**src/rtl/sat_pkg.sv**
```systemverilog
`default_nettype none
package sat_pkg;

	localparam int NUM_WAYS    = 16;
	localparam int NUM_ENTRIES = 256;
	localparam int PID_WIDTH   = 8;

	localparam int SETS  = (NUM_ENTRIES / NUM_WAYS) > 0 ? (NUM_ENTRIES / NUM_WAYS) : 1;
	localparam int SET_W = SETS > 1 ? $clog2(SETS) : 1;
	localparam int WAY_W = NUM_WAYS > 1 ? $clog2(NUM_WAYS) : 1;

	localparam int PAGE_W  = 20;
	localparam int FRAME_W = 20;

	typedef enum logic [1:0] {
		KIND_XLATE = 2'd0,
		KIND_WRITE = 2'd1,
		KIND_READ  = 2'd2
	} kind_t;

	typedef struct packed {
		logic [PAGE_W-1:0]    page;
		logic                 glob;
		logic [PID_WIDTH-1:0] pid;
		logic [FRAME_W-1:0]   frame;
		logic                 cache;
		logic                 rd;
		logic                 wr;
		logic                 ex;
	} entry_t;

	typedef struct packed {
		logic   hit;
		entry_t entry;
	} match_t;

endpackage
`default_nettype wire

```
**src/rtl/sat_match.sv**
```systemverilog
`default_nettype none
module sat_match import sat_pkg::*; (
	input  wire entry_t               row [NUM_WAYS],
	input  wire logic [PAGE_W-1:0]    page,
	input  wire logic [PID_WIDTH-1:0] pid,
	output match_t                    res
);

	logic [NUM_WAYS-1:0] match;

	always_comb begin
		for (int w = 0; w < NUM_WAYS; w++) begin
			match[w] = (row[w].page == page) && (row[w].glob || (row[w].pid == pid));
		end
	end

	// lowest matching way wins: scan downwards so it is taken last
	always_comb begin
		res = '0;
		for (int w = NUM_WAYS - 1; w >= 0; w--) begin
			if (match[w]) begin
				res.hit   = 1'b1;
				res.entry = row[w];
			end
		end
	end

endmodule
`default_nettype wire

```
**config.mk**
```make
export PLATFORM = sky130hd
export DESIGN_NAME = sat_match
export DESIGN_NICKNAME = d
export VERILOG_FILES = /design/src/rtl/sat_pkg.sv /design/src/rtl/sat_match.sv
export SDC_FILE = /design/constraint.sdc
export NUM_CORES = 1
export LEC_CHECK = 0
export ABC_AREA = 1
export BUFFER_PORTS_ARGS = -buffer_cell sky130_fd_sc_hd__buf_2
export CORE_AREA = 3 3 363 365
export DETAILED_ROUTE_END_ITERATION = 10
export DIE_AREA = 0 0 366 368
export PLACE_DENSITY = 0.3
export SETUP_SLACK_MARGIN = 0.5
export SYNTH_ARGS = -nofsm -noshare
export SYNTH_HDL_FRONTEND = slang
export SYNTH_SLANG_ARGS = --single-unit
```
**constraint.sdc**
```tcl
create_clock -name vclk -period 3.6
set_clock_uncertainty 0.1 [all_clocks]
set_input_delay 0.72 -clock vclk [all_inputs]
set_output_delay 0.72 -clock vclk [all_outputs]
set_load 0.01 [all_outputs]
```
==> impl_metrics.json, run 1 <==
{
  "critPathTopFamily": "simple AND/OR/NAND/NOR gates",
  "fin_crit_sh": 1.21,
  "drc": 0,
  "netlist_instances": 3811,
  "report.final.slew_viol_count": 0,
  "setup_viol": 54,
  "die_h_um": 368,
  "slowest_delay_ns": 0.21,
  "finalWirelength_mm": 167,
  "dp.final_hpwl_mm": 141,
  "layout_commonest_cell": "nand2_1",
  "fin_cells": 7036,
  "power_density_nw_per_um2": 62.6,
  "io_pins": 930,
  "max_slew_margin": 0.628,
  "clock.fmax_mhz": 230,
  "grt_max_degree": 54,
  "grt_pass1_vias": 28700,
  "placed_cell_area_um2": 28400,
  "status": "finished, violations left",
  "finalHoldViolations": 0,
  "arrival_ns": 3.53,
  "violations": "setup timing",
  "clock_buffers": 0,
  "nFlopsAndLatches": 0,
  "crit_top_cell": "nand2_2",
  "port_buffers": 930,
  "place_ws_ns": -2.09,
  "die_w_um": 366,
  "final_core_util": 0.270,
  "overflow": 0,
  "nNetsFinal": 6108,
  "worst_slew_pin_slew_ns": 0.559,
  "rows": 132,
  "dieArea_um2": 135000,
  "drv_cap": 0,
  "gp_congestion": 0.919,
  "startpoint_type": "primary input",
  "grt_pass1_wl_mm": 224,
  "leakage_nw": 18.8,
  "multi_input_area_um2": 17200,
  "ys_seq_area_frac": 0,
  "regArea_um2": 0,
  "dp_cells": 6809,
  "yosys_warnings": 0,
  "cpMaxStageDelayCell": "nor2_2",
  "core_area_um2": 129000,
  "fin_crit_ns": 4.35,
  "synth_area_per_cell_um2": 4.65,
  "worstSetupPathType": "in -> out",
  "drt-wirelength-per-cell_um": 23.7,
  "end_kind": "output pin",
  "vias": 29000,
  "drive_gt1_frac": 0.480,
  "syn_to_final_growth_pct": 96.9,
  "track_usage": 0.234,
  "antenna_left": 0,
  "dr.first_iter.drc_count": 1764,
  "viasPerCell": 4.12,
  "firstDrtPassIters": 5,
  "final.setup.worst_slack_ns": -0.754,
  "start_util": 0.137,
  "rsz0062_at_grt": "true",
  "finalSetupTns_ns": -36.12,
  "cp.required_ns": 2.78,
  "final_cell_mix": "1105 x nand2_1, 885 x buf_2, 463 x inv_1",
  "min_path_type": "in -> out",
  "max-vdd-ir-drop_uv": 44.1,
  "fin_hold_ws_ns": 1.65,
  "yosys.cell_types.count": 54,
  "syn-num-nets": 4687,
  "critPathBufInv": 10,
  "final_area_um2": 34900,
  "report.power.total_mw": 2.18,
  "holdBufCountCts": 0,
  "path_max_fanout": 9,
  "nFillCells": 15100,
  "antenna_found_initial": 122,
  "syn_area_um2": 17700
}
[power by group]
part	switching [mW]	leakage (nW)	internal (mW)
Combinational	1.12	18.8	1.06
Sequential	0	0	0
Clock	0	0.000406	0.00000240
[Yosys cell counts (4+ instances only)]
cell	number	area share
xnor2_1	167	0.083
nand2_1	1600	0.34
nand2_2	6	0.0021
inv_2	71	0.015
o21ai_0	222	0.063
nor2_4	4	0.0025
nand3_1	186	0.053
inv_1	478	0.10
a21oi_1	112	0.032
nor3_1	19	0.0054
nor2_1	351	0.074
buf_2	100	0.028
nand3_2	13	0.0073
xor2_1	106	0.052
nor2_2	4	0.0014
or2_0	24	0.0085
nor3b_1	4	0.0017
clkbuf_1	52	0.011
nor4_1	23	0.0081
or2_1	9	0.0032
nand4_1	58	0.020
o2111ai_1	4	0.0020
or2_2	45	0.016
buf_4	35	0.015
o21ai_1	41	0.012
buf_6	36	0.023
[area by class of cell]
type | instances | area share
multi-input combinational | 3032 | 0.492
antenna | 64 | 0.00459
tap | 1742 | 0.0625
timing repair inverter | 1 | 0.000323
inverter | 552 | 0.0623
timing repair buffer | 1645 | 0.378
[per-layer routing]
| metal | global-route usage | wire, um | up-vias |
|---|---|---|---|
| met5 | 0 | 537 | - |
| met2 | 0.406 | 80600 | 854 |
| met3 | 0.0649 | 11400 | 193 |
| li1 | - | - | 14500 |
| met1 | 0.286 | 70800 | 13400 |
| met4 | 0.0503 | 3340 | 76 |
[kinds of logic after synthesis]
kind of cell,synth area share
buffers and inverters,0.197
XOR/XNOR,0.135
AND/OR/NAND/NOR,0.552
AO/OA/AOI/OAI,0.116
[path summary, 6_finish.rpt]
path	start	to	slack [ns]	cells after the start
setup / recovery	page[13]	res[0]	-0.75	29
hold / removal	row[805]	res[10]	1.65	4
[worst min-delay path, delay by kind of cell]
kind | cells | cell delay, ns
and+or+nand+nor | 1 | 0.07
AOI/OAI and AO/OA | 1 | 0.07
buffers and inverters | 2 | 0.17
[timing repair]
item                                    in CTS  in global routing
pin swaps                                  202                261
endpoints found under the setup margin      54                 54
gates cloned                                40                  8
resized for setup                          811                388
buffers inserted                            77                 38
endpoints found under the hold margin        0                  0
Note: power is estimated with default switching activity, not from simulation.
==> run 2: changes to the inputs <==
--- a/config.mk
+++ b/config.mk
@@ -12,6 +12,7 @@
 export DIE_AREA = 0 0 366 368
 export PLACE_DENSITY = 0.3
 export SETUP_SLACK_MARGIN = 0.5
+export SLEW_MARGIN = 20
 export SYNTH_ARGS = -nofsm -noshare
 export SYNTH_HDL_FRONTEND = slang
 export SYNTH_SLANG_ARGS = --single-unit
==> constraint.sdc (replaced) <==
create_clock -name vclk -period 3.8
set_clock_uncertainty 0.1 [all_clocks]
set_input_delay 0.76 -clock vclk [all_inputs]
set_output_delay 0.76 -clock vclk [all_outputs]
set_load 0.01 [all_outputs]
==> run 2 against run 1 <==
Effect of this change:
- the run still ends with setup timing left
- non-clock buffer count decreased by 49
- combinational power down 2%
- global-route usage shrank 0.12 points
- cell area rose by 0.71%
- sequential share of layout area unchanged
- power fell by 2.6%
- final cell count shrank 0.94%
- routed wire length increased by 0.59%
- largest power group unchanged
==> impl_metrics.json, run 2 (synthesis results as in run 1) <==
{
  "status": "finished, violations left",
  "violations": "setup timing",
  "min_path_type": "in -> out",
  "io_pins": 930,
  "startpoint_type": "primary input",
  "die_w_um": 366,
  "finalHoldViolations": 0,
  "fin_hold_ws_ns": 1.74,
  "port_buffers": 930,
  "report.final.slew_viol_count": 0,
  "fin_crit_sh": 1.15,
  "grt_pass1_wl_mm": 222,
  "fin_crit_ns": 4.38,
  "track_usage": 0.232,
  "final.setup.worst_slack_ns": -0.584,
  "power_density_nw_per_um2": 60.5,
  "end_kind": "output pin",
  "path_max_fanout": 7,
  "dp.final_hpwl_mm": 140,
  "finalSetupTns_ns": -27.51,
  "met2_length_mm": 79.9,
  "met3_length_mm": 13.4,
  "worstSetupPathType": "in -> out",
  "die_h_um": 368,
  "core_area_um2": 129000,
  "final_cell_mix": "1053 x nand2_1, 878 x buf_2, 462 x inv_1",
  "rows": 132,
  "rsz0062_at_grt": "true",
  "antenna_left": 0,
  "place_ws_ns": -1.80,
  "clock.fmax_mhz": 228,
  "max-vdd-ir-drop_uv": 37.3,
  "firstDrtPassIters": 5,
  "drc": 0,
  "met1_length_mm": 69.3,
  "worst_slew_pin_slew_ns": 0.546,
  "vias": 29300,
  "clock_buffers": 0,
  "setup_viol": 54,
  "grt_max_degree": 54,
  "cp.required_ns": 2.94,
  "top_layer": "met5",
  "start_util": 0.137,
  "viasPerCell": 4.20,
  "drt-wirelength-per-cell_um": 24.1,
  "final_area_um2": 35100,
  "layout_commonest_cell": "nand2_1",
  "nFlopsAndLatches": 0,
  "nNetsFinal": 6057,
  "drive_gt1_frac": 0.497,
  "holdBufCountCts": 0,
  "arrival_ns": 3.52,
  "grt_pass1_vias": 28900,
  "leakage_nw": 18.6,
  "dieArea_um2": 135000,
  "dr.first_iter.drc_count": 1684,
  "syn_to_final_growth_pct": 98.3,
  "placed_cell_area_um2": 28000,
  "overflow": 0,
  "gp_congestion": 0.906,
  "regArea_um2": 0,
  "max_slew_margin": 0.635,
  "antenna_found_initial": 121,
  "finalWirelength_mm": 168,
  "drv_cap": 0
}
[run 2: area by class of cell]
class                      count  area [um2]
inverter                     552        2170
tap                         1742        2180
antenna                       49         123
multi-input combinational   3031       17900
fill                       15200       94000
timing repair buffer        1596       12800
[run 2: timing repair]
item,4_1_cts,5_1_grt
cloned,25,18
gates resized for setup,871,491
pin swaps,283,342
setup endpoints to repair,54,54
setup buffers,73,40
[run 2: worst max-delay path: stages]
cell and delay [ns]:
buf_8 0.10, buf_6 0.12, buf_12 0.15, buf_12 0.14, xnor2_4 0.12, nand3_2 0.09
nor4_4 0.35, nand2_1 0.10, nor4_2 0.18, buf_4 0.23, nand2_8 0.08, buf_12 0.17
buf_12 0.14, or2_4 0.23, nand2_2 0.07, nand2_1 0.05, nand2_1 0.10, nand2_1 0.06
nand2_1 0.07, nand2_1 0.05, buf_2 0.13
[run 2: report_power, final]
group | leakage [nW] | internal (mW) | switching [mW]
clock network | 0.000317 | 0.00000167 | 0
logic | 18.6 | 1.04 | 1.09
registers | 0 | 0 | 0
total | 18.6 | 1.04 | 1.09
[run 2: layer usage]
layer	GRT usage	vias up
met5	0	-
met4	0.0510	94
met3	0.0698	253
met2	0.405	949
met1	0.280	13600
li1	-	14400
[run 2: metrics by stage]
step | instances | utilization | total power, mW
3_3_place_gp | 6765 | 0.217 | 1.85
5_1_grt | 6939 | 0.271 | 2.28
3_5_place_dp | 6765 | 0.217 | 1.85
2_1_floorplan | 3811 | - | 0.673
4_1_cts | 6863 | 0.251 | 2.04
6_report | 6970 | 0.272 | 2.13
[run 2: worst paths after layout]
check | from | end | slack [ns] | depth (start not counted)
setup / recovery | page[16] | res[3] | -0.58 | 21
hold / removal | row[839] | res[44] | 1.74 | 4
